$ cat src/design/mccps_pkg.sv
// Package for the MIDI CC profile selector.
// Holds widths, codes, the sequencer state type and small helper functions.
// No dependencies.
package mccps_pkg;

    localparam int MAX_PROFILES = 32;
    localparam int PROF_W       = 6;
    localparam int IDX_W        = 5;
    localparam int NUM_W        = 12;
    localparam int DIV_STEPS    = NUM_W;
    localparam int STEP_W       = 4;

    localparam logic [7:0] CC_STATUS_BASE = 8'hB0;
    localparam logic [6:0] CC_VALUE_MAX   = 7'd127;

    localparam logic [5:0] RST_PROFILE_COUNT = 6'd2;
    localparam logic [5:0] RST_HOME_PROFILE  = 6'd1;
    localparam logic [4:0] RST_MIDI_CHANNEL  = 5'd1;
    localparam logic [6:0] RST_CC_NUMBER     = 7'd119;
    localparam logic [5:0] RST_CUR_PROFILE   = 6'd1;

    typedef enum logic [1:0] {
        OP_MIDI_IN = 2'd0,
        OP_STEP    = 2'd1,
        OP_HOME    = 2'd2,
        OP_RESEND  = 2'd3
    } t_op;

    typedef enum logic [1:0] {
        REG_PROFILE_COUNT = 2'd0,
        REG_HOME_PROFILE  = 2'd1,
        REG_MIDI_CHANNEL  = 2'd2,
        REG_CC_NUMBER     = 2'd3
    } t_reg;

    typedef enum logic [3:0] {
        S_IDLE = 4'b0001,
        S_DIV  = 4'b0010,
        S_EVAL = 4'b0100,
        S_DONE = 4'b1000
    } t_state;

    function automatic logic [5:0] clamp6(input logic [5:0] v, input logic [5:0] lo,
                                          input logic [5:0] hi);
        logic [5:0] r;
        r = v;
        if (v < lo) r = lo;
        else if (v > hi) r = hi;
        return r;
    endfunction

    // Dividend for the CC value of profile index idx: 128*idx + den/2.
    function automatic logic [NUM_W-1:0] cc_dividend(input logic [IDX_W-1:0] idx,
                                                     input logic [IDX_W-1:0] den);
        return {idx, 7'b0} + {8'b0, den[IDX_W-1:1]};
    endfunction

endpackage

$ cat src/design/midi_cc_profile_selector.sv
// Top level of the MIDI CC profile selector: config registers, sequencer and
// a shared shift-subtract divider. Depends on mccps_pkg.
//
// Channel   | Direction | Handshake                  | Payload
// ----------+-----------+----------------------------+-----------------------------------
// input     | in        | i_in_valid / o_in_ready    | op, status_in, data1_in, data2_in,
//           |           |                            | step_up
// result    | out       | o_out_valid / i_out_ready  | send_valid, status_out, cc_out,
//           |           |                            | value_out, profile_out
// config    | in        | APB psel/penable/pwrite    | four registers at 0x0, 0x4, 0x8, 0xC
//
// An item that sends a CC with more than one profile has its result ready once
// the one-bit-per-cycle divider has produced every quotient bit and the
// evaluation state has run. A matching incoming CC runs the divider and the
// evaluation state once per profile. Other items go straight to the result.
// The divider is the single shared unit; only one item is in flight at a time.
// Reset returns the sequencer, the selected profile and the config registers
// to their reset values. A result waits in the output register until it is
// taken; no new item is accepted meanwhile.
module midi_cc_profile_selector (
    input  logic        i_clk,
    input  logic        i_rst_n,
    input  logic        i_in_valid,
    output logic        o_in_ready,
    input  logic [1:0]  i_op,
    input  logic [7:0]  i_status_in,
    input  logic [7:0]  i_data1_in,
    input  logic [7:0]  i_data2_in,
    input  logic        i_step_up,
    output logic        o_out_valid,
    input  logic        i_out_ready,
    output logic        o_send_valid,
    output logic [7:0]  o_status_out,
    output logic [6:0]  o_cc_out,
    output logic [6:0]  o_value_out,
    output logic [5:0]  o_profile_out,
    input  logic        psel,
    input  logic        penable,
    input  logic        pwrite,
    input  logic [3:0]  paddr,
    input  logic [31:0] pwdata,
    output logic [31:0] prdata,
    output logic        pready
);

    // Configuration registers.
    logic [5:0] r_profile_count;
    logic [5:0] r_home_profile;
    logic [4:0] r_midi_channel;
    logic [6:0] r_cc_number;

    // Sequencer and datapath registers.
    mccps_pkg::t_state r_state, n_state;
    logic [5:0]                        r_profile, n_profile;
    logic                              r_search, n_search;
    logic [mccps_pkg::IDX_W-1:0]       r_idx, n_idx;
    logic [mccps_pkg::IDX_W-1:0]       r_best, n_best;
    logic [7:0]                        r_bestd, n_bestd;
    logic [6:0]                        r_val, n_val;
    logic [mccps_pkg::IDX_W-1:0]       r_rem, n_rem;
    logic [mccps_pkg::NUM_W-1:0]       r_quo, n_quo;
    logic [mccps_pkg::STEP_W-1:0]      r_step, n_step;
    logic                              r_send, n_send;
    logic [6:0]                        r_value, n_value;

    logic                              w_cfg_wr;
    mccps_pkg::t_reg                   w_reg;
    logic [5:0]                        w_count;
    logic [5:0]                        w_cm1;
    logic [mccps_pkg::IDX_W-1:0]       w_den;
    logic [4:0]                        w_chan;
    logic [4:0]                        w_chan_m1;
    logic [7:0]                        w_status;
    logic [5:0]                        w_cur;
    logic                              w_match;
    logic [5:0]                        w_next;
    logic [5:0]                        w_next_m1;
    logic [mccps_pkg::IDX_W:0]         w_rs;
    logic                              w_ge;
    logic [6:0]                        w_m;
    logic [6:0]                        w_delta;
    logic                              w_better;
    logic [mccps_pkg::IDX_W-1:0]       w_best_upd;
    logic [mccps_pkg::IDX_W-1:0]       w_idx_inc;

    // ---------------------------------------------------------------------
    // Configuration port. Registers are indexed by paddr[3:2].
    // ---------------------------------------------------------------------
    assign pready   = 1'b1;
    assign w_cfg_wr = psel && penable && pwrite && pready;
    assign w_reg    = mccps_pkg::t_reg'(paddr[3:2]);

    always_ff @(posedge i_clk) begin
        if (!i_rst_n) begin
            r_profile_count <= mccps_pkg::RST_PROFILE_COUNT;
            r_home_profile  <= mccps_pkg::RST_HOME_PROFILE;
            r_midi_channel  <= mccps_pkg::RST_MIDI_CHANNEL;
            r_cc_number     <= mccps_pkg::RST_CC_NUMBER;
        end else if (w_cfg_wr) begin
            case (w_reg)
                mccps_pkg::REG_PROFILE_COUNT: r_profile_count <= pwdata[5:0];
                mccps_pkg::REG_HOME_PROFILE:  r_home_profile  <= pwdata[5:0];
                mccps_pkg::REG_MIDI_CHANNEL:  r_midi_channel  <= pwdata[4:0];
                mccps_pkg::REG_CC_NUMBER:     r_cc_number     <= pwdata[6:0];
                default: ;
            endcase
        end
    end

    always_comb begin
        case (w_reg)
            mccps_pkg::REG_PROFILE_COUNT: prdata = {26'b0, r_profile_count};
            mccps_pkg::REG_HOME_PROFILE:  prdata = {26'b0, r_home_profile};
            mccps_pkg::REG_MIDI_CHANNEL:  prdata = {27'b0, r_midi_channel};
            mccps_pkg::REG_CC_NUMBER:     prdata = {25'b0, r_cc_number};
            default:                      prdata = 32'b0;
        endcase
    end

    // ---------------------------------------------------------------------
    // Derived settings. Configuration must only be changed while the block is idle;
    // the block does not enforce this. Kept to, these are steady for the life of an item.
    // ---------------------------------------------------------------------
    assign w_count   = mccps_pkg::clamp6(r_profile_count, 6'd1, 6'(mccps_pkg::MAX_PROFILES));
    assign w_cm1     = w_count - 6'd1;
    assign w_den     = w_cm1[mccps_pkg::IDX_W-1:0];
    assign w_chan    = 5'(mccps_pkg::clamp6({1'b0, r_midi_channel}, 6'd1, 6'd16));
    assign w_chan_m1 = w_chan - 5'd1;
    assign w_status  = mccps_pkg::CC_STATUS_BASE | {4'b0, w_chan_m1[3:0]};

    // The stored profile may lie beyond the count after a register write;
    // steps and home presses work from the clamped value.
    assign w_cur   = mccps_pkg::clamp6(r_profile, 6'd1, w_count);
    assign w_match = (i_status_in == w_status) && (i_data1_in == {1'b0, r_cc_number})
                     && !i_data2_in[7];

    always_comb begin
        case (mccps_pkg::t_op'(i_op))
            mccps_pkg::OP_STEP: begin
                if (i_step_up) w_next = (w_cur < w_count) ? w_cur + 6'd1 : w_cur;
                else           w_next = (w_cur > 6'd1) ? w_cur - 6'd1 : w_cur;
            end
            mccps_pkg::OP_HOME: w_next = mccps_pkg::clamp6(r_home_profile, 6'd1, w_count);
            default:            w_next = w_cur;
        endcase
    end
    assign w_next_m1 = w_next - 6'd1;

    // ---------------------------------------------------------------------
    // Shared divider: one restoring shift-subtract step per cycle. The
    // dividend shifts out of r_quo as quotient bits shift in.
    // ---------------------------------------------------------------------
    assign w_rs = {r_rem, r_quo[mccps_pkg::NUM_W-1]};
    assign w_ge = (w_rs >= {1'b0, w_den});

    // Quotient can reach 128 for the top profile; it saturates at 127.
    assign w_m = (r_quo > {5'b0, mccps_pkg::CC_VALUE_MAX}) ? mccps_pkg::CC_VALUE_MAX
                                                             : r_quo[6:0];

    // Nearest-profile tracking. Strict less-than keeps the first hit on ties.
    assign w_delta    = (w_m > r_val) ? (w_m - r_val) : (r_val - w_m);
    assign w_better   = ({1'b0, w_delta} < r_bestd);
    assign w_best_upd = w_better ? r_idx : r_best;
    assign w_idx_inc  = r_idx + mccps_pkg::IDX_W'(1);

    // ---------------------------------------------------------------------
    // Sequencer.
    // ---------------------------------------------------------------------
    always_comb begin
        n_state   = r_state;
        n_profile = r_profile;
        n_search  = r_search;
        n_idx     = r_idx;
        n_best    = r_best;
        n_bestd   = r_bestd;
        n_val     = r_val;
        n_rem     = r_rem;
        n_quo     = r_quo;
        n_step    = r_step;
        n_send    = r_send;
        n_value   = r_value;

        case (r_state)
            mccps_pkg::S_IDLE: begin
                if (i_in_valid) begin
                    n_send  = 1'b0;
                    n_value = 7'd0;
                    n_state = mccps_pkg::S_DONE;
                    n_rem   = '0;
                    n_step  = '0;
                    if (mccps_pkg::t_op'(i_op) == mccps_pkg::OP_MIDI_IN) begin
                        if (w_match) begin
                            if (w_count == 6'd1) begin
                                n_profile = 6'd1;
                            end else begin
                                // Start the nearest search at the first profile.
                                n_search = 1'b1;
                                n_idx    = '0;
                                n_best   = '0;
                                n_bestd  = 8'hFF;
                                n_val    = i_data2_in[6:0];
                                n_quo    = mccps_pkg::cc_dividend('0, w_den);
                                n_state  = mccps_pkg::S_DIV;
                            end
                        end
                    end else if ((w_next != w_cur) ||
                                 (mccps_pkg::t_op'(i_op) == mccps_pkg::OP_RESEND)) begin
                        n_profile = w_next;
                        n_send    = 1'b1;
                        if (w_count != 6'd1) begin
                            n_search = 1'b0;
                            n_quo    = mccps_pkg::cc_dividend(
                                           w_next_m1[mccps_pkg::IDX_W-1:0], w_den);
                            n_state  = mccps_pkg::S_DIV;
                        end
                    end
                end
            end
            mccps_pkg::S_DIV: begin
                if (w_ge) begin
                    n_rem = w_rs[mccps_pkg::IDX_W-1:0] - w_den;
                end else begin
                    n_rem = w_rs[mccps_pkg::IDX_W-1:0];
                end
                n_quo  = {r_quo[mccps_pkg::NUM_W-2:0], w_ge};
                n_step = r_step + mccps_pkg::STEP_W'(1);
                if (r_step == mccps_pkg::STEP_W'(mccps_pkg::DIV_STEPS - 1)) begin
                    n_state = mccps_pkg::S_EVAL;
                end
            end
            mccps_pkg::S_EVAL: begin
                if (r_search) begin
                    n_best  = w_best_upd;
                    n_bestd = w_better ? {1'b0, w_delta} : r_bestd;
                    if ({1'b0, r_idx} == w_cm1) begin
                        n_profile = {1'b0, w_best_upd} + 6'd1;
                        n_state   = mccps_pkg::S_DONE;
                    end else begin
                        n_idx   = w_idx_inc;
                        n_rem   = '0;
                        n_step  = '0;
                        n_quo   = mccps_pkg::cc_dividend(w_idx_inc, w_den);
                        n_state = mccps_pkg::S_DIV;
                    end
                end else begin
                    n_value = w_m;
                    n_state = mccps_pkg::S_DONE;
                end
            end
            mccps_pkg::S_DONE: begin
                if (i_out_ready) n_state = mccps_pkg::S_IDLE;
            end
            default: n_state = mccps_pkg::S_IDLE;
        endcase
    end

    always_ff @(posedge i_clk) begin
        if (!i_rst_n) begin
            r_state   <= mccps_pkg::S_IDLE;
            r_profile <= mccps_pkg::RST_CUR_PROFILE;
            r_search  <= 1'b0;
            r_send    <= 1'b0;
            r_step    <= '0;
        end else begin
            r_state   <= n_state;
            r_profile <= n_profile;
            r_search  <= n_search;
            r_send    <= n_send;
            r_step    <= n_step;
        end
    end

    always_ff @(posedge i_clk) begin
        r_idx   <= n_idx;
        r_best  <= n_best;
        r_bestd <= n_bestd;
        r_val   <= n_val;
        r_rem   <= n_rem;
        r_quo   <= n_quo;
        r_value <= n_value;
    end

    // ---------------------------------------------------------------------
    // Outputs. Status and controller number are zero when nothing is sent.
    // ---------------------------------------------------------------------
    assign o_in_ready    = (r_state == mccps_pkg::S_IDLE);
    assign o_out_valid   = (r_state == mccps_pkg::S_DONE);
    assign o_send_valid  = r_send;
    assign o_status_out  = r_send ? w_status : 8'd0;
    assign o_cc_out      = r_send ? r_cc_number : 7'd0;
    assign o_value_out   = r_value;
    assign o_profile_out = r_profile;

`ifndef SYNTH
    // Input and result sides are never open at the same time.
    a_one_item: assert property (@(posedge i_clk) disable iff (!i_rst_n)
        !(o_in_ready && o_out_valid))
        else $error("input ready while a result is pending");

    // Taking a result frees the block for the next item.
    a_free_after_result: assert property (@(posedge i_clk) disable iff (!i_rst_n)
        (o_out_valid && i_out_ready) |=> o_in_ready)
        else $error("block not ready after result transfer");

    // A sent CC always refers to a profile within the configured count.
    a_sent_profile_range: assert property (@(posedge i_clk) disable iff (!i_rst_n)
        (o_out_valid && o_send_valid) |-> (o_profile_out >= 6'd1 && o_profile_out <= w_count))
        else $error("sent profile out of range");

    // The divider never runs past its last step.
    a_div_steps: assert property (@(posedge i_clk) disable iff (!i_rst_n)
        (r_state == mccps_pkg::S_DIV) |->
        (r_step <= mccps_pkg::STEP_W'(mccps_pkg::DIV_STEPS - 1)))
        else $error("divider step count overrun");
`endif

endmodule
$ cat config.mk
export PLATFORM = sky130hd
export DESIGN_NAME = midi_cc_profile_selector
export DESIGN_NICKNAME = d
export VERILOG_FILES = /design/src/design/mccps_pkg.sv /design/src/design/midi_cc_profile_selector.sv
export SDC_FILE = /design/constraint.sdc
export NUM_CORES = 1
export LEC_CHECK = 0
export BUFFER_PORTS_ARGS = -buffer_cell sky130_fd_sc_hd__buf_2
export CAP_MARGIN = 15
export CORE_MARGIN = 4
export CORE_UTILIZATION = 50
export CTS_BUF_LIST = sky130_fd_sc_hd__clkbuf_16
export CTS_CLUSTER_SIZE = 24
export DETAILED_ROUTE_END_ITERATION = 8
export GPL_TIMING_DRIVEN = 0
export HOLD_SLACK_MARGIN = 0.02
export PLACE_DENSITY = 0.84
export SLEW_MARGIN = 40
export SYNTH_ARGS = -nofsm -noshare
export SYNTH_HDL_FRONTEND = slang
export SYNTH_SLANG_ARGS = --single-unit
$ cat constraint.sdc
create_clock -name i_clk -period 5.43 [get_ports i_clk]
set_input_delay 1.086 -clock i_clk [delete_from_list [all_inputs] [get_ports i_clk]]
set_output_delay 1.086 -clock i_clk [all_outputs]
set_load 0.03 [all_outputs]
Word-level counts from Yosys, hierarchy flattened --
Cells that the tools add are included.
Word-level totals: input port bits 70, word-level logic and storage cells 187, bits in registers 89, output and inout port bits 64
Cells by class: bitwise operators 1, equality and inequality tests 35, $lt $le $gt $ge 14, reductions and logical operators 27, $add $sub $neg 13, muxes and demuxes 81
Operators by type and width (count):
- 32-bit one-hot mux with 4 select lines | 1
- 12-bit two-way mux | 8
- 6-bit two-way mux | 16
- 4-bit two-way mux | 15
- 5-bit two-way mux | 12
- 8-bit two-way mux | 7
- 12-bit one-hot mux with 3 select lines | 1
- 7-bit two-way mux | 5
- 12-bit by 4-bit adder with 12-bit output | 2
- 6-bit one-hot mux with 2 select lines | 2
- 7-bit AND reduction | 3
- 2-bit inequality test (second input constant) | 10
- 5-bit one-hot mux with 2 select lines | 2
- 6-bit by 1-bit < comparator with 1-bit output (second input constant) | 3
- 4-bit one-hot mux with 4 select lines | 1
- 8-bit one-hot mux with 2 select lines | 1
- 5-bit one-hot mux with 3 select lines | 1
- 7-bit one-hot mux with 2 select lines | 1
- 7-bit subtractor | 2
- 12-bit by 7-bit greater-than comparator with 1-bit output (second input constant) | 1
- 6-bit greater-than comparator | 2
- 4-bit one-hot mux with 3 select lines | 1
- 6-bit AND reduction | 2
- 6-bit by 1-bit subtractor with 6-bit output (second input constant) | 2
- 44 further kinds | 70

Depth between registers and ports, before layout --
Gate-level depths: netlist of the first run.
word-level depth 17, gate-level depth with buffers 30, mapped depth without buffers 29

Least setup slack after synthesis of the first run --
OpenSTA, ideal clock, no wires.
path type register -> register, start reg r_profile_count[2], end reg r_quo[0] (netlist name) (enable), period minus slack after synthesis 5.860 ns, required time 5.031 ns, cell stages (with the launch flop) 23, arrival 5.461 ns, path buffers 1, setup slack -0.430 ns, library setup time 0.399 ns, cell sequence dfxtp_1 -> nor4_2 -> o21ai_2 -> inv_1 -> ha_1 -> and2_1 -> and2_1 -> buf_2 -> a31oi_4 -> mux2i_1 -> inv_1 -> ha_1 -> nand4_1 -> nor2_1 -> or4_1 -> nor3_1 -> o211ai_1 -> or3b_1 -> o211ai_1 -> a31oi_1 -> nand2_1 -> o21ai_2 -> a21boi_0
Between the ends: cells in the longest elaborated chain, start to end 14, elaborated cells between the ends (all ways) 29, those cells by class add/sub: 3; order compare: 6; eq/ne: 8; mux: 10; reduce/logical: 2
RTL lines:
- start, declared | RTL line midi_cc_profile_selector.sv:47 | logic [5:0] r_profile_count;
- start signal, assigned | RTL line midi_cc_profile_selector.sv:95 | r_profile_count <= mccps_pkg::RST_PROFILE_COUNT;
- start signal, assigned | RTL line midi_cc_profile_selector.sv:101 | mccps_pkg::REG_PROFILE_COUNT: r_profile_count <= pwdata[5:0];
- 6-bit greater-than comparator | RTL line mccps_pkg.sv:48 | else if (v > hi) r = hi;
- 6-bit two-way mux | RTL line mccps_pkg.sv:48
- 6-bit two-way mux * | RTL line mccps_pkg.sv:47 | if (v < lo) r = lo;
- 6-bit greater-than comparator | RTL line mccps_pkg.sv:48
- 6-bit two-way mux | RTL line mccps_pkg.sv:48
- 6-bit two-way mux | RTL line mccps_pkg.sv:47
- 6-bit by 1-bit subtractor with 6-bit output (tied with other cells) | RTL line midi_cc_profile_selector.sv:141 | else w_next = (w_cur > 6'd1) ? w_cur - 6'd1 : w_cur;
- 6-bit two-way mux (on tied branches) | RTL line midi_cc_profile_selector.sv:141, midi_cc_profile_selector.sv:140
- 6-bit two-way mux | RTL line midi_cc_profile_selector.sv:140 | if (i_step_up) w_next = (w_cur < w_count) ? w_cur + 6'd1 : w_cur;
- 6-bit one-hot mux with 2 select lines | RTL line midi_cc_profile_selector.sv:138 | case (mccps_pkg::t_op'(i_op))
- 6-bit inequality test | RTL line midi_cc_profile_selector.sv:206 | end else if ((w_next != w_cur) ||
- 1-bit logical OR | RTL line midi_cc_profile_selector.sv:206
- 3-bit by 1-bit inequality test with 1-bit output (no source line)
- 8-bit AND reduction (no source line) *
- end signal, assigned | RTL line midi_cc_profile_selector.sv:279 | r_quo <= n_quo;
- end, declared | RTL line midi_cc_profile_selector.sv:61 | logic [mccps_pkg::NUM_W-1:0] r_quo, n_quo;
Mark *: on every way between the ends. The rest lies on a longest branch, timed or not. A chain may end at the register's enable or synchronous reset.

Final worst setup path of the first run --
start reg r_quo[10] (netlist name), end reg r_profile[4] (netlist: o_profile_out[4])
Between the ends: cells in the longest elaborated chain, start to end 10, elaborated cells between the ends (all ways) 12, those cells by class add/sub: 3; order compare: 3; mux: 6
RTL lines:
- 12-bit by 7-bit greater-than comparator with 1-bit output * | RTL line midi_cc_profile_selector.sv:157 | assign w_m = (r_quo > {5'b0, mccps_pkg::CC_VALUE_MAX}) ? mccps_pkg::CC_VALUE_MAX
- 7-bit two-way mux * | RTL line midi_cc_profile_selector.sv:157
- named net w_m[1] | RTL line midi_cc_profile_selector.sv:80 | logic [6:0] w_m;
- 7-bit subtractor or 7-bit greater-than comparator (tied branches) | RTL line midi_cc_profile_selector.sv:161 | assign w_delta = (w_m > r_val) ? (w_m - r_val) : (r_val - w_m);
- 7-bit two-way mux * | RTL line midi_cc_profile_selector.sv:161
- named net w_delta[1] | RTL line midi_cc_profile_selector.sv:81 | logic [6:0] w_delta;
- 7-bit by 8-bit < comparator with 1-bit output * | RTL line midi_cc_profile_selector.sv:162 | assign w_better = ({1'b0, w_delta} < r_bestd);
- 5-bit two-way mux * | RTL line midi_cc_profile_selector.sv:163 | assign w_best_upd = w_better ? r_idx : r_best;
- named net w_best_upd, one bit | RTL line midi_cc_profile_selector.sv:83 | logic [mccps_pkg::IDX_W-1:0] w_best_upd;
- 5-bit by 1-bit adder with 6-bit output * | RTL line midi_cc_profile_selector.sv:236 | n_profile = {1'b0, w_best_upd} + 6'd1;
- 6-bit two-way mux * | RTL line midi_cc_profile_selector.sv:235 | if ({1'b0, r_idx} == w_cm1) begin
- 6-bit two-way mux * | RTL line midi_cc_profile_selector.sv:232 | if (r_search) begin
- 6-bit one-hot mux with 2 select lines * | RTL line midi_cc_profile_selector.sv:183 | case (r_state)
- end signal, assigned | RTL line midi_cc_profile_selector.sv:260 | r_profile <= mccps_pkg::RST_CUR_PROFILE;
- end signal, assigned | RTL line midi_cc_profile_selector.sv:266 | r_profile <= n_profile;
- end, declared | RTL line midi_cc_profile_selector.sv:54 | logic [5:0] r_profile, n_profile;
The timed path passes the listed nets; every way through them passes the cells marked *. The select of a mux whose other input is x is not followed.

==> results.cfg, run 1 <==
[outcome]
status = complete, no violations

[clock_network]
clk_latency_ns = 0.36
clkTransAtPathRegs_ns = 0.07
htreeDepth = 3
root_buffer = clkbuf_16
cts.path.max_buffers = 2
clock_sinks = 89
cts_tree = done
postCtsHoldBufs = 0
cts_buffers = 9

[worst_setup_path]
criticalPathCategory = register to register
path_max_fanout = 6
arrival_ns = 5.62
slowest_delay_ns = 0.43
cp.required_ns = 5.67
r2r_cells = 30
crit_start = r_quo[10]$_DFFE_PP_
startpoint_type = register
critPathCaptureType = register
r2r_start = r_quo[10]$_DFFE_PP_
cp_slowest_cell = edfxtp_1

[detailed_routing]
drtPass1Iterations = 5
route.detailed.drc = 0
vias = 7006
drt-wirelength-per-cell_um = 17.5
routed_wl_mm = 20.6
drtIter0Drc = 588
vias_per_cell = 5.97
detail-route-antenna-nets = 0

[die]
die_area_um2 = 16900
num_rows = 44
core_area_um2 = 14500
ios = 134
die_width_um = 130
die_h_um = 130
initial_core_util_pct = 51.1

[min_path]
hold_depth = 1
min_path_type = register to register
hp-start = r_step[3]$_SDFFE_PN0P_

[sta]
hold_viol = 0
fmax_ghz = 0.186
slew_headroom_pct = 41.5
drv_slew = 0
setup_viol = 0
fin_crit_ns = 5.38
setup_tns_ns = 0
fin_crit_sh_pct = 99.0
skew_ns = 0.00973
worst_slew_pin_slew_ns = 0.866
rsz0062_at_grt = true

[finish]
fin_nets = 1112
instances_no_fill = 1173
drive_gt1_share_pct = 25.9
layout_commonest_cell = buf_2
final_area_um2 = 9100
layout_common_cells = buf_2 (84), nor2_1 (67), nand2_1 (67), buf_4 (63)
post-route-util_pct = 62.6
num_antenna_cells = 0
syn_to_final_growth_pct = 22.6

[global_routing]
gr-total-overflow = 0
antenna_found_initial = 0
grt_pass1_wl_mm = 31.7
grt_pass1_vias = 6485
grt_max_degree = 18
groute.usage.overall_pct = 23.3

[synthesis]
synth_warnings = 0
synthesis.area_um2 = 7420
netlist.area_leader.share_pct = 19.8
syn-instance-count = 833
synthArstFlopShare_pct = 0
synth.distinct_cells = 83
synth.area.top_cells = edfxtp_1 (20%), dfxtp_1 (11%), ha_1 (9.3%)
seq_area_frac_synth_pct = 30.6
ys.flop_type = edfxtp_1
yosysTopAreaCell = edfxtp_1
syn_avg_cell_area_um2 = 8.91
ys_ff_latch = 89
synth_edf_count = 49

[power]
vdd_drop_max_uv = 211
leakagePower_nw = 3.98
total_power_mw = 3.49
cellPowerDensity_nw_per_um2 = 383

[flow_run]
drv_cap = 0

[placement]
dp_hpwl_mm = 14.5
port_buffers = 78
dp_cells = 1123
gp_congestion = 0.940
place_area_um2 = 8200
==> what timing repair did <==
action                                  in CTS  in global routing
setup buffers                               15                 19
gates cloned                                 0                  0
endpoints found under the setup margin      36                 32
pin swaps                                    7                 25
gates resized for setup                     23                 53
==> critical path: cells and delay by family (launching register included) <==
| family | cells | cell delay, ns |
|---|---|---|
| xor gates and xnor gates | 1 | 0.16 |
| adders and majority gates | 3 | 0.71 |
| DFF | 1 | 0.43 |
| buffers and inverters | 2 | 0.22 |
| AOI/OAI and AO/OA | 15 | 2.14 |
| muxes | 2 | 0.61 |
| and+or+nand+nor | 7 | 0.99 |
==> routing by layer <==
layer / part of all wire, % / up-vias / track usage (%) / wire, um
li1: - / 3283 / - / -
met4: 4.2 / 0 / 8.99 / 857
met2: 48 / 376 / 39.7 / 9900
met1: 40 / 3263 / 29.2 / 8220
met3: 7.7 / 84 / 4.67 / 1590
met5: 0 / - / 0 / 0
==> cell usage after synthesis, types with 4 or more instances <==
master / n
or2_2: 5
a22o_1: 5
inv_1: 44
nand4_1: 9
nand2b_1: 13
a211oi_1: 5
ha_1: 55
nor2_1: 73
xor2_1: 18
and2_1: 19
dfxtp_1: 40
nand3_1: 26
buf_2: 4
o21a_1: 7
mux4_2: 5
o221ai_1: 4
o31ai_1: 7
and3_1: 5
o311ai_0: 4
clkbuf_1: 23
a21o_1: 17
nor4_1: 5
o211ai_1: 14
a22oi_1: 4
nor2b_1: 31
buf_4: 31
a21oi_1: 35
mux2i_1: 40
xnor2_1: 18
edfxtp_1: 49
a21boi_0: 4
nor4b_1: 5
nor3_1: 18
o21ai_0: 25
a31oi_1: 7
nand3b_1: 5
o211a_1: 7
nor3b_1: 4
nand2_1: 69
==> power by group <==
group,total [mW],switching (mW),internal (mW)
logic,1.92,1.14,0.784
clock network,0.612,0.292,0.320
registers,0.952,0.105,0.847
total,3.49,1.53,1.95
==> cells by family (layout without fill, tap and decap cells) <==
group                    count (synthesis)  count (layout)  synth area share, %
flip-flops                              89              89                 30.6
XOR/XNOR                                36              36                 4.25
AND/OR/NAND/NOR                        307             307                 21.7
other                                    2              27                0.101
multiplexers                            49              49                 7.52
adder cells (fa/ha/maj)                 58              58                 10.1
AO/OA/AOI/OAI                          185             185                 18.5
buffers and inverters                  107             238                 7.25
==> sequential cells by signal (all words and copies together), names as in the netlist, 4 cells and up <==
name / count
r_quo: 12
r_home_profile: 6
r_midi_channel: 5
r_profile_count: 6
r_cc_number: 7
o_value_out: 7
r_step: 4
r_val: 7
r_best: 5
r_idx: 5
r_state: 4
r_rem: 5
o_profile_out: 6
r_bestd: 8
==> through the flow <==
stage | hold WS [ns] | setup WS, ns
2_1_floorplan | 0.424 | 0.0533
3_3_place_gp | 0.447 | -1.06
3_5_place_dp | 0.457 | -1.02
4_1_cts | 0.465 | 0.00617
5_1_grt | 0.479 | -0.210
6_report | 0.466 | 0.0529
==> area by class of cell <==
type | count | area (um^2)
Fill cell | 1149 | 5430
Multi-Input combinational cell | 662 | 5060
Clock inverter | 7 | 60.1
Tap cell | 184 | 230
Sequential cell | 89 | 2280
Buffer | 62 | 385
Clock buffer | 9 | 225
Inverter | 45 | 173
Timing Repair Buffer | 115 | 686
==> final timing paths <==
kind	end	slack (ns)
max	o_profile_out[4]$_SDFFE_PN0P_	0.05
max reg2reg	o_profile_out[4]$_SDFFE_PN0P_	0.05
min reg2reg	r_step[3]$_SDFFE_PN0P_	0.47
min	r_step[3]$_SDFFE_PN0P_	0.47
Note: power is estimated with default switching activity, not from simulation.
==> run 2, diff against run 1 <==
--- a/config.mk
+++ b/config.mk
@@ -13,8 +13,8 @@
 export CTS_CLUSTER_SIZE = 24
 export DETAILED_ROUTE_END_ITERATION = 8
 export GPL_TIMING_DRIVEN = 0
-export HOLD_SLACK_MARGIN = 0.02
-export PLACE_DENSITY = 0.84
+export HOLD_SLACK_MARGIN = 0.12
+export PLACE_DENSITY = 0.83
 export SLEW_MARGIN = 40
 export SYNTH_ARGS = -nofsm -noshare
 export SYNTH_HDL_FRONTEND = slang
==> run 2 against run 1 <==
Die area stayed put. Largest power group unchanged. Via count is 3.8% lower. Clock power is 2% higher. Critical endpoint is now r_quo[9]$_DFFE_PP_. Highest routed layer unchanged.
==> results.cfg, run 2 (synthesis results as in run 1) <==
[min_path]
min_delay_worst_endpoint = r_step[3]$_SDFFE_PN0P_
hp-start = r_step[3]$_SDFFE_PN0P_
min_path_type = register to register
hold_depth = 1

[sta]
drv_slew = 0
setup_tns_ns = 0
slew_headroom_pct = 41.5
fin_crit_ns = 5.22
hold_viol = 0
setup_ws_ns = 0.207
setup_viol = 0
fmax_ghz = 0.191
fin_hold_ws_ns = 0.469
skew_ns = 0.0107
worst_slew_pin_slew_ns = 0.871
fin_crit_sh_pct = 96.2

[detailed_routing]
drtPass1Iterations = 6
vias_per_cell = 5.80
vias = 6743
drtIter0Drc = 503
drt-wirelength-per-cell_um = 17.1
detail-route-antenna-nets = 0
routed_wl_mm = 19.8
route.detailed.drc = 0

[clock_network]
cts.path.max_buffers = 2
clk_latency_ns = 0.35
root_buffer = clkbuf_16
cts_buffers = 9
postCtsHoldBufs = 0
cts_tree = done
clock_sinks = 89
clkTransAtPathRegs_ns = 0.06
htreeDepth = 3

[finish]
layout_common_cells = buf_2 (82), nand2_1 (67), nor2_1 (66), buf_4 (53), ha_1 (50)
num_antenna_cells = 0
largestRegisters = r_quo (12), r_bestd (8)
layout_commonest_cell = buf_2
instances_no_fill = 1162
drive_gt1_share_pct = 24.3
regMostFlops = r_quo
post-route-util_pct = 61.6
largest_register_ffs = 12
syn_to_final_growth_pct = 20.5
final_area_um2 = 8950
fill_cells = 1190
fin_nets = 1101

[die]
die_width_um = 130
die_area_um2 = 16900
core_area_um2 = 14500
initial_core_util_pct = 51.1
ios = 134
num_rows = 44
die_h_um = 130

[power]
intPower_mw = 1.96
total_power_mw = 3.41
sw_frac_of_total_pct = 42.6
p_seq_share_pct = 27.9
p_comb_share_pct = 53.7
p_switching_mw = 1.45
leakagePower_nw = 3.91
power.share.clock_pct = 18.4
cellPowerDensity_nw_per_um2 = 381
vdd_drop_max_uv = 244

[placement]
dp_cells = 1123
port_buffers = 78
preCtsSetupSlack_ns = -1.08
place_area_um2 = 8200
gp_congestion = 0.957
dp_hpwl_mm = 14.4

[worst_setup_path]
worstReg2RegEnd = r_quo[9]$_DFFE_PP_
criticalPathCategory = register to register
crit_start = r_profile_count[4]$_SDFFE_PN0P_
critPathCaptureType = register
cp.required_ns = 5.49
rrSetupSlack_ns = 0.21
r2r_start = r_profile_count[4]$_SDFFE_PN0P_
arrival_ns = 5.29
startpoint_type = register
path_max_fanout = 12
r2r_cells = 21

[flow_run]
drv_cap = 0

[global_routing]
gr-total-overflow = 0
antenna_found_initial = 0
grt_pass1_wl_mm = 30.7
grt_pass1_vias = 6170
groute.usage.overall_pct = 22.5
grt_max_degree = 16

[outcome]
status = complete, no violations
## run 2: power by group through the flow
stage               logic (mW)  clock network (mW)  registers, mW
floorplan                 1.20                   0          0.990
global placement          1.59                   0          0.949
detailed placement        1.61                   0          0.955
CTS                       1.73               0.630          0.943
global route              1.98               0.668          0.960
finish                    1.83               0.625          0.951
## run 2: what timing repair did
| item | CTS | global route |
|---|---|---|
| setup endpoints to repair | 36 | 25 |
| endpoints found under the hold margin | 0 | 0 |
| pin swaps | 5 | 11 |
| gates cloned | 0 | 0 |
| buffers inserted | 12 | 11 |
| gates resized for setup | 22 | 40 |
## run 2: final cells by class
class / instances / area [um^2] / area share (%)
buffer: 62 / 388 / 4.34
clock buffer: 11 / 275 / 3.08
clock inverter: 5 / 27.5 / 0.308
inverter: 45 / 173 / 1.93
multi-input combinational: 662 / 4970 / 55.5
sequential: 89 / 2280 / 25.5
tap: 184 / 230 / 2.57
timing repair buffer: 104 / 606 / 6.77
## run 2: routing by layer
| metal | GRT usage [%] | vias to the layer above | part of all wire (%) |
|---|---|---|---|
| met1 | 28.8 | 3108 | 40 |
| met3 | 4.50 | 57 | 8.1 |
| met4 | 6.72 | 0 | 2.7 |
| li1 | - | 3253 | - |
| met2 | 38.6 | 325 | 49 |
| met5 | 0 | - | 0 |
## run 2: worst max-delay path, stage by stage (launching register included)
cell	delay, ns
dfxtp_2	0.43
nor2b_4	0.21
inv_1	0.13
ha_1	0.34
and4_4	0.23
and2_1	0.13
buf_2	0.16
or3_1	0.42
a31oi_4	0.21
ha_1	0.27
a21o_1	0.18
a21o_1	0.17
a21o_1	0.22
a211oi_2	0.28
o32ai_1	0.14
or4b_1	0.53
o311a_1	0.12
and4_4	0.22
nand2_2	0.10
o21ai_2	0.10
a21boi_4	0.19
buf_12	0.16
## run 2: worst max path at each step
stage	endpoint	slack, ns	cells past startpoint
floorplan	o_profile_out[4]$_SDFFE_PN0P_	0.05	30
global placement	r_quo[11]$_DFFE_PP_	-1.06	22
detailed placement	r_quo[4]$_DFFE_PP_	-1.08	22
CTS	o_profile_out[4]$_SDFFE_PN0P_	0.004	30
global route	o_profile_out[4]$_SDFFE_PN0P_	-0.11	28
finish	r_quo[9]$_DFFE_PP_	0.21	21
